**src/sv/pts_pkg.sv**
```systemverilog
// ----------------------------------------------------------------------------
// pts_pkg
// types, codes and constants shared by the priority task scheduler
// ----------------------------------------------------------------------------
`timescale 1ns / 1ps

package pts_pkg;

    localparam int MAX_TASKS      = 8;
    localparam int PRIORITY_COUNT = 32;
    localparam int TASK_W         = 4;
    localparam int TIDX_W         = 3;
    localparam int PRIO_W         = 5;
    localparam int KIND_W         = 3;
    localparam int STAT_W         = 3;
    localparam int REASON_W       = 2;
    localparam int TICK_W         = 32;
    localparam int STACK_W        = 16;
    localparam int RSTAT_W        = 2;

    localparam logic [TASK_W-1:0] IDLE_ID  = TASK_W'(MAX_TASKS);
    localparam logic [TASK_W-1:0] NO_TASK  = TASK_W'(MAX_TASKS + 1);
    localparam logic [TASK_W-1:0] END_LINK = TASK_W'(MAX_TASKS);

    localparam logic [STACK_W-1:0] MIN_STACK_RESET = 16'd64;

    localparam logic [STAT_W-1:0] ST_FREE   = 3'd0;
    localparam logic [STAT_W-1:0] ST_READY  = 3'd1;
    localparam logic [STAT_W-1:0] ST_HELD   = 3'd2;
    localparam logic [STAT_W-1:0] ST_DELAY0 = 3'd3;
    localparam logic [STAT_W-1:0] ST_DELAY1 = 3'd4;
    localparam logic [STAT_W-1:0] ST_SUSP   = 3'd5;

    localparam logic [KIND_W-1:0] K_START   = 3'd0;
    localparam logic [KIND_W-1:0] K_SWITCH  = 3'd1;
    localparam logic [KIND_W-1:0] K_CREATE  = 3'd2;
    localparam logic [KIND_W-1:0] K_BLOCK   = 3'd3;
    localparam logic [KIND_W-1:0] K_UNBLOCK = 3'd4;
    localparam logic [KIND_W-1:0] K_TICK    = 3'd5;
    localparam logic [KIND_W-1:0] K_CLEAR   = 3'd6;

    localparam logic [RSTAT_W-1:0] RS_OK       = 2'd0;
    localparam logic [RSTAT_W-1:0] RS_INVALID  = 2'd1;
    localparam logic [RSTAT_W-1:0] RS_STACK    = 2'd2;
    localparam logic [RSTAT_W-1:0] RS_LIMIT    = 2'd3;

    localparam logic [REASON_W-1:0] REASON_NONE    = 2'd0;
    localparam logic [REASON_W-1:0] REASON_TIMEOUT = 2'd1;

    typedef struct packed {
        logic [PRIO_W-1:0]   prio;
        logic [STAT_W-1:0]   status;
        logic [TICK_W-1:0]   wake;
        logic [REASON_W-1:0] reason;
        logic [TASK_W-1:0]   link;
    } task_rec_t;

    localparam int TREC_W = $bits(task_rec_t);

    typedef struct packed {
        logic [TASK_W-1:0] head;
        logic [TASK_W-1:0] tail;
    } ht_t;

    localparam int HT_W = $bits(ht_t);

    typedef struct packed {
        logic [KIND_W-1:0]   kind;
        logic [7:0]          priority_req;
        logic [STACK_W-1:0]  stack_words;
        logic                stack_aligned;
        logic                args_valid;
        logic [TICK_W-1:0]   wake_tick;
        logic                infinite;
        logic [TIDX_W-1:0]   target_task;
        logic [REASON_W-1:0] wake_reason;
    } cmd_t;

    typedef enum logic [20:0] {
        S_IDLE  = 21'h000001,
        S_DISP  = 21'h000002,
        S_TRD   = 21'h000004,
        S_SWSEL = 21'h000008,
        S_PUSH0 = 21'h000010,
        S_PUSH1 = 21'h000020,
        S_PUSH2 = 21'h000040,
        S_POP0  = 21'h000080,
        S_POP1  = 21'h000100,
        S_POP2  = 21'h000200,
        S_INS0  = 21'h000400,
        S_INS1  = 21'h000800,
        S_INSF0 = 21'h001000,
        S_INSF1 = 21'h002000,
        S_REM0  = 21'h004000,
        S_REM1  = 21'h008000,
        S_WRAP0 = 21'h010000,
        S_WRAP1 = 21'h020000,
        S_WAKE0 = 21'h040000,
        S_WAKE1 = 21'h080000,
        S_DONE  = 21'h100000
    } state_t;

endpackage

```
**src/sv/pts_cmd_if.sv**
```systemverilog
// ----------------------------------------------------------------------------
// pts_cmd_if
// command item channel of the priority task scheduler
// ----------------------------------------------------------------------------
`timescale 1ns / 1ps

interface pts_cmd_if;
    logic                                         valid;
    logic                                         ready;
    logic [pts_pkg::KIND_W-1:0]                   kind;
    logic [7:0]                                   priority_req;
    logic [pts_pkg::STACK_W-1:0]                  stack_words;
    logic                                         stack_aligned;
    logic                                         args_valid;
    logic [pts_pkg::TICK_W-1:0]                   wake_tick;
    logic                                         infinite;
    logic [pts_pkg::TIDX_W-1:0]                   target_task;
    logic [pts_pkg::REASON_W-1:0]                 wake_reason;

    modport source (
        output valid, kind, priority_req, stack_words, stack_aligned, args_valid,
               wake_tick, infinite, target_task, wake_reason,
        input  ready
    );
    modport sink (
        input  valid, kind, priority_req, stack_words, stack_aligned, args_valid,
               wake_tick, infinite, target_task, wake_reason,
        output ready
    );
endinterface

```
**src/sv/pts_res_if.sv**
```systemverilog
// ----------------------------------------------------------------------------
// pts_res_if
// result item channel of the priority task scheduler
// ----------------------------------------------------------------------------
`timescale 1ns / 1ps

interface pts_res_if;
    logic                            valid;
    logic                            ready;
    logic [pts_pkg::RSTAT_W-1:0]     status;
    logic [pts_pkg::TASK_W-1:0]      chosen_task;
    logic                            chosen_valid;
    logic                            switch_request;
    logic [pts_pkg::TICK_W-1:0]      tick_now;
    logic [pts_pkg::REASON_W-1:0]    current_wait_reason;
    logic [pts_pkg::PRIO_W-1:0]      current_priority;

    modport source (
        output valid, status, chosen_task, chosen_valid, switch_request, tick_now,
               current_wait_reason, current_priority,
        input  ready
    );
    modport sink (
        input  valid, status, chosen_task, chosen_valid, switch_request, tick_now,
               current_wait_reason, current_priority,
        output ready
    );
endinterface

```
**src/sv/pts_ram.sv**
```systemverilog
// ----------------------------------------------------------------------------
// pts_ram
// generic single write, single read ram with registered read data
// ----------------------------------------------------------------------------
`timescale 1ns / 1ps

module pts_ram #(
    parameter int WIDTH = 8,
    parameter int DEPTH = 8
) (
    input  logic                                    clk,
    input  logic                                    wr_en,
    input  logic [((DEPTH > 1) ? $clog2(DEPTH) : 1)-1:0] wr_addr,
    input  logic [WIDTH-1:0]                        wr_data,
    input  logic [((DEPTH > 1) ? $clog2(DEPTH) : 1)-1:0] rd_addr,
    output logic [WIDTH-1:0]                        rd_data
);

    logic [WIDTH-1:0] mem [DEPTH];

    always_ff @(posedge clk)
    begin
        if (wr_en)
        begin
            mem[wr_addr] <= wr_data;
        end
        rd_data <= mem[rd_addr];
    end

endmodule

```
**src/sv/priority_task_scheduler_top.sv**
```systemverilog
// ----------------------------------------------------------------------------
// priority_task_scheduler_top
// items are taken one at a time; the walks of the delay lists and the ready
// queue updates go through the single read port of the task ram
// reset: control registers clear at once, task ram entries count as unused
// through valid flags, so no clearing pass is needed
// ----------------------------------------------------------------------------
`timescale 1ns / 1ps

module priority_task_scheduler_top (
    input  logic                          clk,
    input  logic                          rst_n,
    input  logic                          cfg_wr_en,
    input  logic [pts_pkg::STACK_W-1:0]   cfg_wr_data,
    pts_cmd_if.sink                       cmd,
    pts_res_if.source                     res
);

    localparam int TW = pts_pkg::TASK_W;
    localparam int IW = pts_pkg::TIDX_W;
    localparam int PW = pts_pkg::PRIO_W;

    pts_pkg::state_t     state_reg, state_next, ret_reg, ret_next;
    pts_pkg::cmd_t       cmd_reg, cmd_next;
    pts_pkg::task_rec_t  trec_reg, trec_next, prevrec_reg, prevrec_next;
    pts_pkg::ht_t        ht_reg, ht_next;
    logic [PW-1:0]       p_reg, p_next;
    logic [TW-1:0]       t_reg, t_next, cur_reg, cur_next, prev_reg, prev_next;
    logic                q_reg, q_next;
    logic [pts_pkg::PRIORITY_COUNT-1:0] mask_reg, mask_next;
    logic [1:0][TW-1:0]  heads_reg, heads_next;
    logic                swap_reg, swap_next;
    logic [TW-1:0]       run_reg, run_next;
    logic [PW-1:0]       run_prio_reg, run_prio_next;
    logic [pts_pkg::REASON_W-1:0] run_reason_reg, run_reason_next;
    logic [pts_pkg::TICK_W-1:0]   tick_reg, tick_next;
    logic [pts_pkg::MAX_TASKS-1:0] vld_reg, vld_next;
    logic [pts_pkg::STACK_W-1:0]  min_stack_reg;
    logic [pts_pkg::RSTAT_W-1:0]  rstat_reg, rstat_next;
    logic                created_reg, created_next, refused_reg, refused_next;
    logic                swc_reg, swc_next;

    logic                         res_valid_reg, res_valid_next;
    logic [pts_pkg::RSTAT_W-1:0]  res_status_reg, res_status_next;
    logic [TW-1:0]                res_task_reg, res_task_next;
    logic                         res_cvalid_reg, res_cvalid_next;
    logic                         res_sw_reg, res_sw_next;
    logic [pts_pkg::TICK_W-1:0]   res_tick_reg, res_tick_next;
    logic [pts_pkg::REASON_W-1:0] res_reason_reg, res_reason_next;
    logic [PW-1:0]                res_prio_reg, res_prio_next;

    // task ram and ready queue ram ports
    logic                          tw_en;
    logic [IW-1:0]                 tw_addr, tr_addr;
    pts_pkg::task_rec_t            tw_data, tr_data;
    logic                          rw_en;
    logic [PW-1:0]                 rw_addr, rr_addr;
    pts_pkg::ht_t                  rw_data, rr_data;

    logic [PW-1:0]                 top_prio;
    logic [IW-1:0]                 free_slot;
    pts_pkg::task_rec_t            rec_in, r;
    logic                          cmd_acc, res_free;

    pts_ram #(
        .WIDTH (pts_pkg::TREC_W),
        .DEPTH (pts_pkg::MAX_TASKS)
    ) u_task_ram (
        .clk     (clk),
        .wr_en   (tw_en),
        .wr_addr (tw_addr),
        .wr_data (tw_data),
        .rd_addr (tr_addr),
        .rd_data (tr_data)
    );

    pts_ram #(
        .WIDTH (pts_pkg::HT_W),
        .DEPTH (pts_pkg::PRIORITY_COUNT)
    ) u_ready_ram (
        .clk     (clk),
        .wr_en   (rw_en),
        .wr_addr (rw_addr),
        .wr_data (rw_data),
        .rd_addr (rr_addr),
        .rd_data (rr_data)
    );

    always_comb
    begin
        top_prio = '0;
        for (int i = 0; i < pts_pkg::PRIORITY_COUNT; i++)
        begin
            if (mask_reg[i])
            begin
                top_prio = PW'(i);
            end
        end
    end

    always_comb
    begin
        free_slot = '0;
        for (int i = pts_pkg::MAX_TASKS - 1; i >= 0; i--)
        begin
            if (!vld_reg[i])
            begin
                free_slot = IW'(i);
            end
        end
    end

    // unused entries read as free, priority and reason zero
    always_comb
    begin
        rec_in = tr_data;
        if (!vld_reg[t_reg[IW-1:0]])
        begin
            rec_in        = '0;
            rec_in.status = pts_pkg::ST_FREE;
            rec_in.link   = pts_pkg::END_LINK;
        end
    end

    assign cmd_acc   = cmd.valid && cmd.ready;
    assign res_free  = !res_valid_reg || res.ready;
    assign cmd.ready = (state_reg == pts_pkg::S_IDLE);

    always_comb
    begin
        state_next      = state_reg;
        ret_next        = ret_reg;
        cmd_next        = cmd_reg;
        trec_next       = trec_reg;
        prevrec_next    = prevrec_reg;
        ht_next         = ht_reg;
        p_next          = p_reg;
        t_next          = t_reg;
        cur_next        = cur_reg;
        prev_next       = prev_reg;
        q_next          = q_reg;
        mask_next       = mask_reg;
        heads_next      = heads_reg;
        swap_next       = swap_reg;
        run_next        = run_reg;
        run_prio_next   = run_prio_reg;
        run_reason_next = run_reason_reg;
        tick_next       = tick_reg;
        vld_next        = vld_reg;
        rstat_next      = rstat_reg;
        created_next    = created_reg;
        refused_next    = refused_reg;
        swc_next        = swc_reg;
        res_valid_next  = res_valid_reg && !res.ready;
        res_status_next = res_status_reg;
        res_task_next   = res_task_reg;
        res_cvalid_next = res_cvalid_reg;
        res_sw_next     = res_sw_reg;
        res_tick_next   = res_tick_reg;
        res_reason_next = res_reason_reg;
        res_prio_next   = res_prio_reg;
        tw_en           = 1'b0;
        tw_addr         = '0;
        tw_data         = trec_reg;
        tr_addr         = '0;
        rw_en           = 1'b0;
        rw_addr         = '0;
        rw_data         = ht_reg;
        rr_addr         = '0;
        r               = trec_reg;

        case (state_reg)
            pts_pkg::S_IDLE:
            begin
                if (cmd_acc)
                begin
                    cmd_next.kind          = cmd.kind;
                    cmd_next.priority_req  = cmd.priority_req;
                    cmd_next.stack_words   = cmd.stack_words;
                    cmd_next.stack_aligned = cmd.stack_aligned;
                    cmd_next.args_valid    = cmd.args_valid;
                    cmd_next.wake_tick     = cmd.wake_tick;
                    cmd_next.infinite      = cmd.infinite;
                    cmd_next.target_task   = cmd.target_task;
                    cmd_next.wake_reason   = cmd.wake_reason;
                    rstat_next             = pts_pkg::RS_OK;
                    created_next           = 1'b0;
                    refused_next           = 1'b0;
                    swc_next               = 1'b0;
                    state_next             = pts_pkg::S_DISP;
                end
            end

            pts_pkg::S_DISP:
            begin
                state_next = pts_pkg::S_DONE;
                case (cmd_reg.kind)
                    pts_pkg::K_START:
                    begin
                        if (run_reg != pts_pkg::NO_TASK || mask_reg == '0)
                        begin
                            refused_next = 1'b1;
                        end
                        else
                        begin
                            state_next = pts_pkg::S_POP0;
                        end
                    end
                    pts_pkg::K_SWITCH:
                    begin
                        if (run_reg == pts_pkg::NO_TASK)
                        begin
                            refused_next = 1'b1;
                        end
                        else if (run_reg < TW'(pts_pkg::MAX_TASKS))
                        begin
                            tr_addr    = run_reg[IW-1:0];
                            t_next     = run_reg;
                            state_next = pts_pkg::S_TRD;
                        end
                        else
                        begin
                            state_next = pts_pkg::S_SWSEL;
                        end
                    end
                    pts_pkg::K_CREATE:
                    begin
                        if (!cmd_reg.args_valid || !cmd_reg.stack_aligned ||
                            cmd_reg.priority_req >= 8'(pts_pkg::PRIORITY_COUNT))
                        begin
                            rstat_next = pts_pkg::RS_INVALID;
                        end
                        else if (cmd_reg.stack_words < min_stack_reg)
                        begin
                            rstat_next = pts_pkg::RS_STACK;
                        end
                        else if (&vld_reg)
                        begin
                            rstat_next = pts_pkg::RS_LIMIT;
                        end
                        else
                        begin
                            t_next              = {1'b0, free_slot};
                            trec_next.prio      = cmd_reg.priority_req[PW-1:0];
                            trec_next.status    = pts_pkg::ST_FREE;
                            trec_next.wake      = cmd_reg.wake_tick;
                            trec_next.reason    = pts_pkg::REASON_NONE;
                            trec_next.link      = pts_pkg::END_LINK;
                            vld_next[free_slot] = 1'b1;
                            created_next        = 1'b1;
                            swc_next            = (run_reg != pts_pkg::NO_TASK) &&
                                (cmd_reg.priority_req > {3'b000, run_prio_reg});
                            ret_next            = pts_pkg::S_DONE;
                            state_next          = pts_pkg::S_PUSH0;
                        end
                    end
                    pts_pkg::K_BLOCK:
                    begin
                        if (run_reg < TW'(pts_pkg::MAX_TASKS))
                        begin
                            tr_addr    = run_reg[IW-1:0];
                            t_next     = run_reg;
                            state_next = pts_pkg::S_TRD;
                        end
                    end
                    pts_pkg::K_UNBLOCK:
                    begin
                        if ({1'b0, cmd_reg.target_task} < TW'(pts_pkg::MAX_TASKS))
                        begin
                            tr_addr    = cmd_reg.target_task;
                            t_next     = {1'b0, cmd_reg.target_task};
                            state_next = pts_pkg::S_TRD;
                        end
                    end
                    pts_pkg::K_TICK:
                    begin
                        tick_next = tick_reg + 32'd1;
                        if (tick_next == '0)
                        begin
                            t_next     = heads_reg[swap_reg];
                            state_next = pts_pkg::S_WRAP0;
                        end
                        else
                        begin
                            state_next = pts_pkg::S_WAKE0;
                        end
                    end
                    pts_pkg::K_CLEAR:
                    begin
                        if (run_reg < TW'(pts_pkg::MAX_TASKS))
                        begin
                            run_reason_next = pts_pkg::REASON_NONE;
                            tr_addr         = run_reg[IW-1:0];
                            t_next          = run_reg;
                            state_next      = pts_pkg::S_TRD;
                        end
                    end
                    default:
                    begin
                        state_next = pts_pkg::S_DONE;
                    end
                endcase
            end

            pts_pkg::S_TRD:
            begin
                r          = rec_in;
                trec_next  = rec_in;
                state_next = pts_pkg::S_DONE;
                case (cmd_reg.kind)
                    pts_pkg::K_SWITCH:
                    begin
                        if (rec_in.status == pts_pkg::ST_HELD)
                        begin
                            ret_next   = pts_pkg::S_SWSEL;
                            state_next = pts_pkg::S_PUSH0;
                        end
                        else
                        begin
                            state_next = pts_pkg::S_SWSEL;
                        end
                    end
                    pts_pkg::K_BLOCK:
                    begin
                        if (rec_in.status == pts_pkg::ST_HELD)
                        begin
                            r.wake    = cmd_reg.wake_tick;
                            trec_next = r;
                            if (cmd_reg.infinite)
                            begin
                                r.status = pts_pkg::ST_SUSP;
                                tw_en    = 1'b1;
                                tw_addr  = t_reg[IW-1:0];
                                tw_data  = r;
                            end
                            else
                            begin
                                q_next     = (cmd_reg.wake_tick < tick_reg) ? !swap_reg
                                                                            : swap_reg;
                                cur_next   = heads_reg[q_next];
                                prev_next  = pts_pkg::END_LINK;
                                state_next = pts_pkg::S_INS0;
                            end
                        end
                    end
                    pts_pkg::K_UNBLOCK:
                    begin
                        r.reason  = cmd_reg.wake_reason;
                        trec_next = r;
                        ret_next  = pts_pkg::S_DONE;
                        if (rec_in.status == pts_pkg::ST_DELAY0 ||
                            rec_in.status == pts_pkg::ST_DELAY1)
                        begin
                            q_next     = (rec_in.status == pts_pkg::ST_DELAY1);
                            cur_next   = heads_reg[q_next];
                            prev_next  = pts_pkg::END_LINK;
                            state_next = pts_pkg::S_REM0;
                        end
                        else if (rec_in.status == pts_pkg::ST_SUSP)
                        begin
                            state_next = pts_pkg::S_PUSH0;
                        end
                    end
                    pts_pkg::K_CLEAR:
                    begin
                        r.reason = pts_pkg::REASON_NONE;
                        tw_en    = 1'b1;
                        tw_addr  = t_reg[IW-1:0];
                        tw_data  = r;
                    end
                    default:
                    begin
                        state_next = pts_pkg::S_DONE;
                    end
                endcase
            end

            pts_pkg::S_SWSEL:
            begin
                if (mask_reg == '0)
                begin
                    run_next        = pts_pkg::IDLE_ID;
                    run_prio_next   = '0;
                    run_reason_next = pts_pkg::REASON_NONE;
                    state_next      = pts_pkg::S_DONE;
                end
                else
                begin
                    state_next = pts_pkg::S_POP0;
                end
            end

            pts_pkg::S_PUSH0:
            begin
                r          = trec_reg;
                r.link     = pts_pkg::END_LINK;
                r.status   = pts_pkg::ST_READY;
                trec_next  = r;
                tw_en      = 1'b1;
                tw_addr    = t_reg[IW-1:0];
                tw_data    = r;
                p_next     = trec_reg.prio;
                if (t_reg == run_reg)
                begin
                    run_reason_next = trec_reg.reason;
                end
                if (!mask_reg[trec_reg.prio])
                begin
                    rw_en                     = 1'b1;
                    rw_addr                   = trec_reg.prio;
                    rw_data.head              = t_reg;
                    rw_data.tail              = t_reg;
                    mask_next[trec_reg.prio]  = 1'b1;
                    state_next                = ret_reg;
                end
                else
                begin
                    rr_addr    = trec_reg.prio;
                    state_next = pts_pkg::S_PUSH1;
                end
            end

            pts_pkg::S_PUSH1:
            begin
                ht_next      = rr_data;
                rw_en        = 1'b1;
                rw_addr      = p_reg;
                rw_data.head = rr_data.head;
                rw_data.tail = t_reg;
                tr_addr      = rr_data.tail[IW-1:0];
                prev_next    = rr_data.tail;
                state_next   = pts_pkg::S_PUSH2;
            end

            pts_pkg::S_PUSH2:
            begin
                r          = tr_data;
                r.link     = t_reg;
                tw_en      = 1'b1;
                tw_addr    = prev_reg[IW-1:0];
                tw_data    = r;
                state_next = ret_reg;
            end

            pts_pkg::S_POP0:
            begin
                p_next     = top_prio;
                rr_addr    = top_prio;
                state_next = pts_pkg::S_POP1;
            end

            pts_pkg::S_POP1:
            begin
                ht_next    = rr_data;
                tr_addr    = rr_data.head[IW-1:0];
                t_next     = rr_data.head;
                state_next = pts_pkg::S_POP2;
            end

            pts_pkg::S_POP2:
            begin
                r = tr_data;
                if (tr_data.link == pts_pkg::END_LINK)
                begin
                    mask_next[p_reg] = 1'b0;
                end
                else
                begin
                    rw_en        = 1'b1;
                    rw_addr      = p_reg;
                    rw_data.head = tr_data.link;
                    rw_data.tail = ht_reg.tail;
                end
                r.status        = pts_pkg::ST_HELD;
                tw_en           = 1'b1;
                tw_addr         = t_reg[IW-1:0];
                tw_data         = r;
                run_next        = t_reg;
                run_prio_next   = tr_data.prio;
                run_reason_next = tr_data.reason;
                state_next      = pts_pkg::S_DONE;
            end

            pts_pkg::S_INS0:
            begin
                if (cur_reg == pts_pkg::END_LINK)
                begin
                    state_next = pts_pkg::S_INSF0;
                end
                else
                begin
                    tr_addr    = cur_reg[IW-1:0];
                    state_next = pts_pkg::S_INS1;
                end
            end

            pts_pkg::S_INS1:
            begin
                if (tr_data.wake <= trec_reg.wake)
                begin
                    prev_next    = cur_reg;
                    prevrec_next = tr_data;
                    cur_next     = tr_data.link;
                    state_next   = pts_pkg::S_INS0;
                end
                else
                begin
                    state_next = pts_pkg::S_INSF0;
                end
            end

            pts_pkg::S_INSF0:
            begin
                r        = trec_reg;
                r.link   = cur_reg;
                r.status = q_reg ? pts_pkg::ST_DELAY1 : pts_pkg::ST_DELAY0;
                tw_en    = 1'b1;
                tw_addr  = t_reg[IW-1:0];
                tw_data  = r;
                if (prev_reg == pts_pkg::END_LINK)
                begin
                    heads_next[q_reg] = t_reg;
                    state_next        = pts_pkg::S_DONE;
                end
                else
                begin
                    state_next = pts_pkg::S_INSF1;
                end
            end

            pts_pkg::S_INSF1:
            begin
                r          = prevrec_reg;
                r.link     = t_reg;
                tw_en      = 1'b1;
                tw_addr    = prev_reg[IW-1:0];
                tw_data    = r;
                state_next = pts_pkg::S_DONE;
            end

            pts_pkg::S_REM0:
            begin
                if (cur_reg == pts_pkg::END_LINK)
                begin
                    state_next = pts_pkg::S_PUSH0;
                end
                else if (cur_reg == t_reg)
                begin
                    if (prev_reg == pts_pkg::END_LINK)
                    begin
                        heads_next[q_reg] = trec_reg.link;
                    end
                    else
                    begin
                        r       = prevrec_reg;
                        r.link  = trec_reg.link;
                        tw_en   = 1'b1;
                        tw_addr = prev_reg[IW-1:0];
                        tw_data = r;
                    end
                    state_next = pts_pkg::S_PUSH0;
                end
                else
                begin
                    tr_addr    = cur_reg[IW-1:0];
                    state_next = pts_pkg::S_REM1;
                end
            end

            pts_pkg::S_REM1:
            begin
                prev_next    = cur_reg;
                prevrec_next = tr_data;
                cur_next     = tr_data.link;
                state_next   = pts_pkg::S_REM0;
            end

            // wrap: tasks left in the old list are dropped as held
            pts_pkg::S_WRAP0:
            begin
                if (t_reg == pts_pkg::END_LINK)
                begin
                    heads_next[swap_reg] = pts_pkg::END_LINK;
                    swap_next            = !swap_reg;
                    state_next           = pts_pkg::S_WAKE0;
                end
                else
                begin
                    tr_addr    = t_reg[IW-1:0];
                    state_next = pts_pkg::S_WRAP1;
                end
            end

            pts_pkg::S_WRAP1:
            begin
                r          = tr_data;
                r.status   = pts_pkg::ST_HELD;
                tw_en      = 1'b1;
                tw_addr    = t_reg[IW-1:0];
                tw_data    = r;
                t_next     = tr_data.link;
                state_next = pts_pkg::S_WRAP0;
            end

            pts_pkg::S_WAKE0:
            begin
                if (heads_reg[swap_reg] == pts_pkg::END_LINK)
                begin
                    state_next = pts_pkg::S_DONE;
                end
                else
                begin
                    tr_addr    = heads_reg[swap_reg][IW-1:0];
                    t_next     = heads_reg[swap_reg];
                    state_next = pts_pkg::S_WAKE1;
                end
            end

            pts_pkg::S_WAKE1:
            begin
                if (tr_data.wake <= tick_reg)
                begin
                    r          = tr_data;
                    r.reason   = pts_pkg::REASON_TIMEOUT;
                    trec_next  = r;
                    q_next     = swap_reg;
                    cur_next   = t_reg;
                    prev_next  = pts_pkg::END_LINK;
                    ret_next   = pts_pkg::S_WAKE0;
                    state_next = pts_pkg::S_REM0;
                end
                else
                begin
                    state_next = pts_pkg::S_DONE;
                end
            end

            pts_pkg::S_DONE:
            begin
                if (res_free)
                begin
                    res_valid_next  = 1'b1;
                    res_status_next = rstat_reg;
                    if (created_reg)
                    begin
                        res_task_next   = t_reg;
                        res_cvalid_next = 1'b1;
                    end
                    else if (refused_reg || run_reg == pts_pkg::NO_TASK)
                    begin
                        res_task_next   = '0;
                        res_cvalid_next = 1'b0;
                    end
                    else
                    begin
                        res_task_next   = run_reg;
                        res_cvalid_next = 1'b1;
                    end
                    if (cmd_reg.kind == pts_pkg::K_TICK)
                    begin
                        res_sw_next = |(mask_reg >> run_prio_reg);
                    end
                    else
                    begin
                        res_sw_next = swc_reg;
                    end
                    res_tick_next   = tick_reg;
                    res_reason_next = run_reason_reg;
                    res_prio_next   = run_prio_reg;
                    state_next      = pts_pkg::S_IDLE;
                end
            end

            default:
            begin
                state_next = pts_pkg::S_IDLE;
            end
        endcase
    end

    always_ff @(posedge clk or negedge rst_n)
    begin
        if (!rst_n)
        begin
            state_reg      <= pts_pkg::S_IDLE;
            ret_reg        <= pts_pkg::S_DONE;
            t_reg          <= '0;
            cur_reg        <= pts_pkg::END_LINK;
            prev_reg       <= pts_pkg::END_LINK;
            q_reg          <= 1'b0;
            mask_reg       <= '0;
            heads_reg      <= {pts_pkg::END_LINK, pts_pkg::END_LINK};
            swap_reg       <= 1'b0;
            run_reg        <= pts_pkg::NO_TASK;
            run_prio_reg   <= '0;
            run_reason_reg <= pts_pkg::REASON_NONE;
            tick_reg       <= '0;
            vld_reg        <= '0;
            min_stack_reg  <= pts_pkg::MIN_STACK_RESET;
            rstat_reg      <= pts_pkg::RS_OK;
            created_reg    <= 1'b0;
            refused_reg    <= 1'b0;
            swc_reg        <= 1'b0;
            res_valid_reg  <= 1'b0;
        end
        else
        begin
            state_reg      <= state_next;
            ret_reg        <= ret_next;
            t_reg          <= t_next;
            cur_reg        <= cur_next;
            prev_reg       <= prev_next;
            q_reg          <= q_next;
            mask_reg       <= mask_next;
            heads_reg      <= heads_next;
            swap_reg       <= swap_next;
            run_reg        <= run_next;
            run_prio_reg   <= run_prio_next;
            run_reason_reg <= run_reason_next;
            tick_reg       <= tick_next;
            vld_reg        <= vld_next;
            if (cfg_wr_en)
            begin
                min_stack_reg <= cfg_wr_data;
            end
            rstat_reg      <= rstat_next;
            created_reg    <= created_next;
            refused_reg    <= refused_next;
            swc_reg        <= swc_next;
            res_valid_reg  <= res_valid_next;
        end
    end

    always_ff @(posedge clk)
    begin
        cmd_reg        <= cmd_next;
        trec_reg       <= trec_next;
        prevrec_reg    <= prevrec_next;
        ht_reg         <= ht_next;
        p_reg          <= p_next;
        res_status_reg <= res_status_next;
        res_task_reg   <= res_task_next;
        res_cvalid_reg <= res_cvalid_next;
        res_sw_reg     <= res_sw_next;
        res_tick_reg   <= res_tick_next;
        res_reason_reg <= res_reason_next;
        res_prio_reg   <= res_prio_next;
    end

    assign res.valid               = res_valid_reg;
    assign res.status              = res_status_reg;
    assign res.chosen_task         = res_task_reg;
    assign res.chosen_valid        = res_cvalid_reg;
    assign res.switch_request      = res_sw_reg;
    assign res.tick_now            = res_tick_reg;
    assign res.current_wait_reason = res_reason_reg;
    assign res.current_priority    = res_prio_reg;

endmodule

```
**src/flat_wrapper.sv**
```systemverilog
// flat-port wrapper written by rule: the top's interface ports become plain ports
module priority_task_scheduler_top_flat 
  (clk, rst_n, cfg_wr_en, cfg_wr_data, cmd_valid, cmd_kind, cmd_priority_req, cmd_stack_words, cmd_stack_aligned, cmd_args_valid, cmd_wake_tick, cmd_infinite, cmd_target_task, cmd_wake_reason, cmd_ready, res_valid, res_status, res_chosen_task, res_chosen_valid, res_switch_request, res_tick_now, res_current_wait_reason, res_current_priority, res_ready);
  pts_cmd_if cmd_i ();
  pts_res_if res_i ();
  input  logic clk;
  input  logic rst_n;
  input  logic cfg_wr_en;
  input  logic [pts_pkg::STACK_W-1:0] cfg_wr_data;
  input wire logic [$bits(cmd_i.valid)-1:0] cmd_valid;
  input wire logic [$bits(cmd_i.kind)-1:0] cmd_kind;
  input wire logic [$bits(cmd_i.priority_req)-1:0] cmd_priority_req;
  input wire logic [$bits(cmd_i.stack_words)-1:0] cmd_stack_words;
  input wire logic [$bits(cmd_i.stack_aligned)-1:0] cmd_stack_aligned;
  input wire logic [$bits(cmd_i.args_valid)-1:0] cmd_args_valid;
  input wire logic [$bits(cmd_i.wake_tick)-1:0] cmd_wake_tick;
  input wire logic [$bits(cmd_i.infinite)-1:0] cmd_infinite;
  input wire logic [$bits(cmd_i.target_task)-1:0] cmd_target_task;
  input wire logic [$bits(cmd_i.wake_reason)-1:0] cmd_wake_reason;
  output wire logic [$bits(cmd_i.ready)-1:0] cmd_ready;
  output wire logic [$bits(res_i.valid)-1:0] res_valid;
  output wire logic [$bits(res_i.status)-1:0] res_status;
  output wire logic [$bits(res_i.chosen_task)-1:0] res_chosen_task;
  output wire logic [$bits(res_i.chosen_valid)-1:0] res_chosen_valid;
  output wire logic [$bits(res_i.switch_request)-1:0] res_switch_request;
  output wire logic [$bits(res_i.tick_now)-1:0] res_tick_now;
  output wire logic [$bits(res_i.current_wait_reason)-1:0] res_current_wait_reason;
  output wire logic [$bits(res_i.current_priority)-1:0] res_current_priority;
  input wire logic [$bits(res_i.ready)-1:0] res_ready;
  assign cmd_i.valid = cmd_valid;
  assign cmd_i.kind = cmd_kind;
  assign cmd_i.priority_req = cmd_priority_req;
  assign cmd_i.stack_words = cmd_stack_words;
  assign cmd_i.stack_aligned = cmd_stack_aligned;
  assign cmd_i.args_valid = cmd_args_valid;
  assign cmd_i.wake_tick = cmd_wake_tick;
  assign cmd_i.infinite = cmd_infinite;
  assign cmd_i.target_task = cmd_target_task;
  assign cmd_i.wake_reason = cmd_wake_reason;
  assign cmd_ready = cmd_i.ready;
  assign res_valid = res_i.valid;
  assign res_status = res_i.status;
  assign res_chosen_task = res_i.chosen_task;
  assign res_chosen_valid = res_i.chosen_valid;
  assign res_switch_request = res_i.switch_request;
  assign res_tick_now = res_i.tick_now;
  assign res_current_wait_reason = res_i.current_wait_reason;
  assign res_current_priority = res_i.current_priority;
  assign res_i.ready = res_ready;
  priority_task_scheduler_top u_core (.clk(clk), .rst_n(rst_n), .cfg_wr_en(cfg_wr_en), .cfg_wr_data(cfg_wr_data), .cmd(cmd_i), .res(res_i));
endmodule
```
**config.mk**
```make
export PLATFORM = sky130hd
export DESIGN_NAME = priority_task_scheduler_top_flat
export DESIGN_NICKNAME = d
export VERILOG_FILES = /design/src/sv/pts_pkg.sv /design/src/sv/pts_cmd_if.sv /design/src/sv/pts_res_if.sv /design/src/sv/pts_ram.sv /design/src/sv/priority_task_scheduler_top.sv /design/src/flat_wrapper.sv
export SDC_FILE = /design/constraint.sdc
export NUM_CORES = 2
export LEC_CHECK = 0
export BUFFER_PORTS_ARGS = -buffer_cell sky130_fd_sc_hd__buf_2
export CAP_MARGIN = 20
export CORE_MARGIN = 5
export CORE_UTILIZATION = 45
export DETAILED_ROUTE_END_ITERATION = 10
export PLACE_DENSITY_LB_ADDON = 0.12
export SYNTH_ARGS = -nofsm -noshare
export SYNTH_HDL_FRONTEND = slang
export SYNTH_SLANG_ARGS = --single-unit
```
**constraint.sdc**
```tcl
create_clock -name clk -period 6.4 [get_ports clk]
set_clock_uncertainty 0.2 [all_clocks]
set_input_delay 0.64 -clock clk [delete_from_list [all_inputs] [get_ports clk]]
set_output_delay 0.64 -clock clk [all_outputs]
set_load 0.02 [all_outputs]
```
; ---- Yosys cells after proc, flatten, opt, wreduce, memory -nomap -nowiden
; Memories as Yosys holds them, arrays and structs flattened. A register that Yosys moved wholly into a read port is not among the register bits.
; Cells that the tools add are included.
[word_totals]
input_bits = 88
out_inout_bits = 49
register_bits = 384
word_cells = 455
mem_bits_rw = 624
mem_count = 2
[mem_list]
columns = name, words, word_bits, rd, rd_ports_with_merged_regs, wr, line
row1 = u_core.u_task_ram.mem, 8, 46, 1, 1, 1, pts_ram.sv:19  ; logic [WIDTH-1:0] mem [DEPTH];
row2 = u_core.u_ready_ram.mem, 32, 8, 1, 1, 1, pts_ram.sv:19
[op_classes]
n_eq_ne = 76
n_reduce_logical = 65
n_bitwise = 11
shifts = 1
n_mux = 230
magnitude_cmp = 20
addsub = 1
[op_table]
columns = cell, n
row1 = 46-bit 2-to-1 mux, 12
row2 = 21-bit 2-to-1 mux, 24
row3 = 21-bit one-hot mux with 20 select lines, 1
row4 = 46-bit one-hot mux with 7 select lines, 1
row5 = 46-bit one-hot mux with 2 select lines, 2
row6 = 46-bit one-hot mux with 4 select lines, 1
row7 = 4-bit 2-to-1 mux, 37
row8 = 21-bit one-hot mux with 3 select lines, 2
row9 = 21-bit one-hot mux with 6 select lines, 1
row10 = 5-bit 2-to-1 mux, 21
row11 = 38-bit one-hot mux with 2 select lines, 1
row12 = 3-bit 2-to-1 mux, 25
row13 = 32-bit <= comparator, 2
row14 = 32-bit zero test, 2
row15 = 32-bit 2-to-1 mux, 2
row16 = 32-bit one-hot mux with 2 select lines, 1
row17 = 8-bit 2-to-1 mux, 7
row18 = 8-bit one-hot mux with 3 select lines, 2
row19 = 21-bit one-hot mux with 2 select lines, 1
row20 = 4-bit one-hot mux with 5 select lines, 2
row21 = 19-bit 2-to-1 mux, 2
row22 = 38-bit 2-to-1 mux, 1
row23 = 1-bit 2-to-1 mux, 37
row24 = 32-bit by 1-bit adder with 32-bit output (second input constant), 1
row25 = 94 further kinds, 216

; ---- Depth between registers and ports, before layout
[logic_depth]
word_depth = 32
depth_mapped = 15
mapped_depth_nobuf = 12

; ---- By module
; A second synthesis with hierarchy kept.
[hier_totals]
cells_unflattened = 3029
area_unflattened_um2 = 45962.8
[by_module_without_submodules]
columns = mod, seq_area_each_um2, area_each_um2, cells_per_inst, n_inst
row1 = priority_task_scheduler_top, 10246.1, 20867.5, 2022, 1
row2 = pts_ram (u_core.u_task_ram), 11971.5, 15041.9, 590, 1
row3 = pts_ram (u_core.u_ready_ram), 7847.5, 10053.4, 417, 1

; ---- Least setup slack after synthesis
; OpenSTA, ideal clock, no wires.
[synth_path]
path_kind = reg-to-reg
from = reg u_core.state_reg[6]
to = reg u_core.ret_reg[18]
setup_time_ns = 0.126
t_required_ns = 6.074
arrival_ns = 5.937
path_buffers = 0
path_slack_ns = 0.137
path_stages_with_launch = 9
synth_period_minus_slack_ns = 6.263
cell_sequence = dfrtp_1 > or4_1 > nor4_2 > nand4_1 > nor3b_2 > nor2_1 > a211oi_1 > o31ai_1 > mux2_2
[synth_via]
elab_chain_cells = 3
elab_cells_between_ends = 13
classes_between = eq/ne (10) / mux (1) / reduce/logical (2)
[synth_lines]
columns = element, line
row1 = start: declaration, priority_task_scheduler_top.sv:23  ; pts_pkg::state_t state_reg, state_next, ret_reg, ret_next;
row2 = start signal: assignment, priority_task_scheduler_top.sv:685  ; state_reg <= pts_pkg::S_IDLE;
row3 = start signal: assignment, priority_task_scheduler_top.sv:708  ; state_reg <= state_next;
row4 = "21-bit by 3-bit equality test with 1-bit output, or another cell as far along", priority_task_scheduler_top.sv:172  ; case (state_reg)
row5 = "3-bit by 2-bit inequality test with 1-bit output (no line), or another cell as far along", -
row6 = 8-bit AND reduction (no line), -
row7 = end signal: assignment, priority_task_scheduler_top.sv:686  ; ret_reg <= pts_pkg::S_DONE;
row8 = end signal: assignment, priority_task_scheduler_top.sv:709  ; ret_reg <= ret_next;
row9 = end: declaration, priority_task_scheduler_top.sv:23
; Parallel ways exist; a longest one is shown, timed or not.
; A chain may end at the register's enable or synchronous reset.

; ---- Final worst setup path
[layout_path]
from = reg u_core.state_reg[17]
to = mem u_core.u_task_ram.mem[0][14] in the netlist's numbering, enable pin
[layout_via]
elab_chain_cells = 5
elab_cells_between_ends = 15
classes_between = eq/ne (8) / mux (4) / reduce/logical (3)
[layout_lines]
columns = element, line
row1 = "21-bit by 5-bit equality test with 1-bit output, or another cell as far along", priority_task_scheduler_top.sv:172
row2 = 6-bit OR reduction (no line), -
row3 = 1-bit one-hot mux with 3 select lines, priority_task_scheduler_top.sv:172
row4 = 1-bit 2-to-1 mux, pts_ram.sv:23  ; if (wr_en)
row5 = 1-bit 2-to-1 mux (not written as such), pts_ram.sv:25  ; mem[wr_addr] <= wr_data;
row6 = end: declaration, pts_ram.sv:19
; Parallel ways exist; a longest one is shown, timed or not.

==> qor.yml <==
sta:
  rsz0062_at_grt: "false"
  finalWorstSetupSlack_ns: 1.21
  hold_viol: 0
  worstMarginPinSlew_ns: 1.10
  fin_crit_sh_pct: 81.1
  fin_crit_ns: 5.19
  slew_headroom_pct: 26.4
  drv_slew: 0
  max_freq_mhz: 193
  setup-violations-final: 0
  setup_tns_ns: 0
setup_path:
  rr_startpoint: "u_core.state_reg[17]$_DFFE_PN0P_"
  cp-start-kind: "register"
  crit_fanout: 40
  critPathKind: "register to register"
  endpoint: "u_core.u_task_ram.mem[0][14]$_DFFE_PP_"
  rr_endpoint: "u_core.u_task_ram.mem[0][14]$_DFFE_PP_"
  startpoint: "u_core.state_reg[17]$_DFFE_PN0P_"
  crit_arrival_ns: 5.36
  endpoint_kind: "register"
  required_ns: 6.57
  rr_worst_depth: 11
  r2r_setup_slack_ns: 1.21
layout:
  design_area_um2: 53300
  layout_common_cells: "839 x edfxtp_1, 481 x nand2_1, 198 x o21ai_0, 194 x nor2_1, 190 x mux2i_1"
  nNetsFinal: 4082
  stdcell_count: 5343
  layout_commonest_cell: "edfxtp_1"
  antenna_cells: 0
  drive_gt1_share_pct: 12.3
  largest_reg_flops: 368
  area_growth_pct: 14.6
clock_tree:
  cts_buffer_depth: 3
  clk_latency_ns: 0.72
  holdBufCountCts: 82
  cts_tree: "yes"
  cts_resized: 0
  post_cts_buffers: 0
  clkSinkCount: 1044
  cts_buffers: 109
  cts_max_level: 3
  clockRootBuffer: "clkbuf_16"
  cts.reportedPaths.clkPinSlew_ns: 0.07
floorplanning:
  num_io_pins: 137
  start_util_pct: 45.5
  die_h_um: 331
  die_x_um: 331
  row_count: 117
  core_um2: 102000
  dieArea_um2: 110000
synth:
  synthCells: 3656
  async_reset_ff_share_pct: 14.5
  ys.flop_type: "edfxtp_1"
  yosysWarnings: 0
  ys_ff_latch: 1044
  synthesis.nets: 3860
  synth_edf_count: 839
  syn_area_um2: 46500
  seq_area_frac_synth_pct: 64.7
  yosysUniqueCellTypes: 96
  syn_avg_cell_area_um2: 12.7
grt:
  grt_use_total_pct: 24.0
  antenna_found_initial: 0
  grt_max_degree: 103
  grt_pass1_wl_um: 202000
  grt_pass1_vias: 30800
  grt.overflow.total: 0
status:
  status: "complete, no violations"
detailed_routing:
  ant_nets: 0
  drt-initial-drc-count: 3751
  num_vias: 31800
  wirelength_um: 135000
  firstDrtPassIters: 6
  post_drt_wl_per_cell_um: 25.4
  route.detailed.drc: 0
  routed_via_density: 5.95
placed_design:
  gp_congestion: 0.935
  io_buffers: 136
  dp_slack_ns: 1.30
  hpwl_um: 89700
  place_area_um2: 48900
  placedCellCount: 5052
power_and_ir_drop:
  p_leak_nw: 19.2
  cellPowerDensity_nw_per_um2: 303
  vdd_drop_max_v: 0.000227
job:
  cap_violations: 0
worst_hold_path:
  min_path_type: "input pin to register"
cells by family (layout without fill, tap and decap cells):
family,Yosys count,in the layout,share of synthesized area [%]
and+or+nand+nor,1209,1209,12.7
DFF,1044,1044,64.7
AOI/OAI and AO/OA,716,716,10.6
buffers and inverters,289,608,2.62
muxes,231,231,5.28
adders and majority gates,116,116,3.12
xor gates and xnor gates,51,51,0.961
cell type report:
| cell class | count | area (um^2) |
|---|---|---|
| inverter | 108 | 405 |
| clock inverter | 60 | 584 |
| sequential | 1044 | 30100 |
| tap | 1368 | 1710 |
| multi-input combinational | 2323 | 15300 |
| clock buffer | 148 | 3000 |
| fill | 8836 | 48900 |
| timing repair buffer | 292 | 2180 |
synthesized netlist by cell type (all sizes together), types with 29 or more instances:
cell    instances  share of area [%]
xnor2          45               0.85
edfxtp        839                 54
nor2          203                1.7
o21ai         202                2.2
nand3b         47               0.76
o22ai          60               0.81
nand2         481                3.9
a21o           29               0.47
dfrtp         142                7.6
nand3         119                1.3
clkbuf        122                1.0
a32oi          40               0.75
mux2i         190                4.1
nand4          35               0.48
nor2b          35               0.47
a21oi          96                1.0
ha            116                3.1
and3           64               0.86
a22o           51               0.96
buf            58               0.70
nor3           63               0.68
inv           108               0.87
dfxtp          54                2.3
mux2           33               0.80
a221o          32               0.69
a222oi         38               0.82
routing by layer:
metal | track usage (%) | part of all wire, % | up-vias
met2 | 37.1 | 45 | 1290
met5 | 0 | 0 | -
met4 | 6.23 | 2.8 | 0
met1 | 34.6 | 44 | 15900
li1 | - | - | 14400
met3 | 5.36 | 8.3 | 231
per-stage QoR:
stage | total power (W) | hold WS, ns | util (%)
floorplan | 0.00920 | 0.144 | -
detailed placement | 0.00990 | 0.247 | 47.8
global placement | 0.00989 | 0.230 | 47.8
finish | 0.0161 | 0.0308 | 52.1
global route | 0.0167 | 0.0400 | 52.1
CTS | 0.0162 | 0.000772 | 52.1
worst max-delay path, stage by stage, from the launching register on:
cell and delay, ns:
dfrtp_1 0.47, nor4_2 0.60, and4_1 0.37, nand3_1 0.14
or3b_2 0.48, buf_4 0.29, o21ai_0 0.59, inv_1 0.08
o22a_1 0.29, or2_2 0.36, nor2_4 0.64, buf_12 0.29
where the power goes:
group	switching [W]	internal, W	leakage (nW)
combinational	0.00113	0.000620	7.29
clock	0.00271	0.00358	1.75
sequential	0.000320	0.00777	10.1
how the worst min path moves through the flow:
stage | start | endpoint | slack [ns] | cells after the start
floorplan | rst_n | asynchronous set/reset pin | 0.14 | 0
global placement | u_core.rstat_reg[0]$_DFFE_PN0P_ | u_core.res.status[0]$_DFFE_PP_ | 0.23 | 0
detailed placement | u_core.run_reason_reg[0]$_DFFE_PN0P_ | u_core.res.current_wait_reason[0]$_DFFE_PP_ | 0.25 | 0
CTS | cmd_wake_tick[26] | u_core.cmd_reg[32]$_DFFE_PP_ | 0.0008 | 1
global route | cmd_valid | u_core.state_reg[1]$_DFFE_PN0P_ | 0.04 | 2
finish | cmd_wake_tick[0] | u_core.cmd_reg[6]$_DFFE_PP_ | 0.03 | 1
Power figures use the tool's default switching activity.
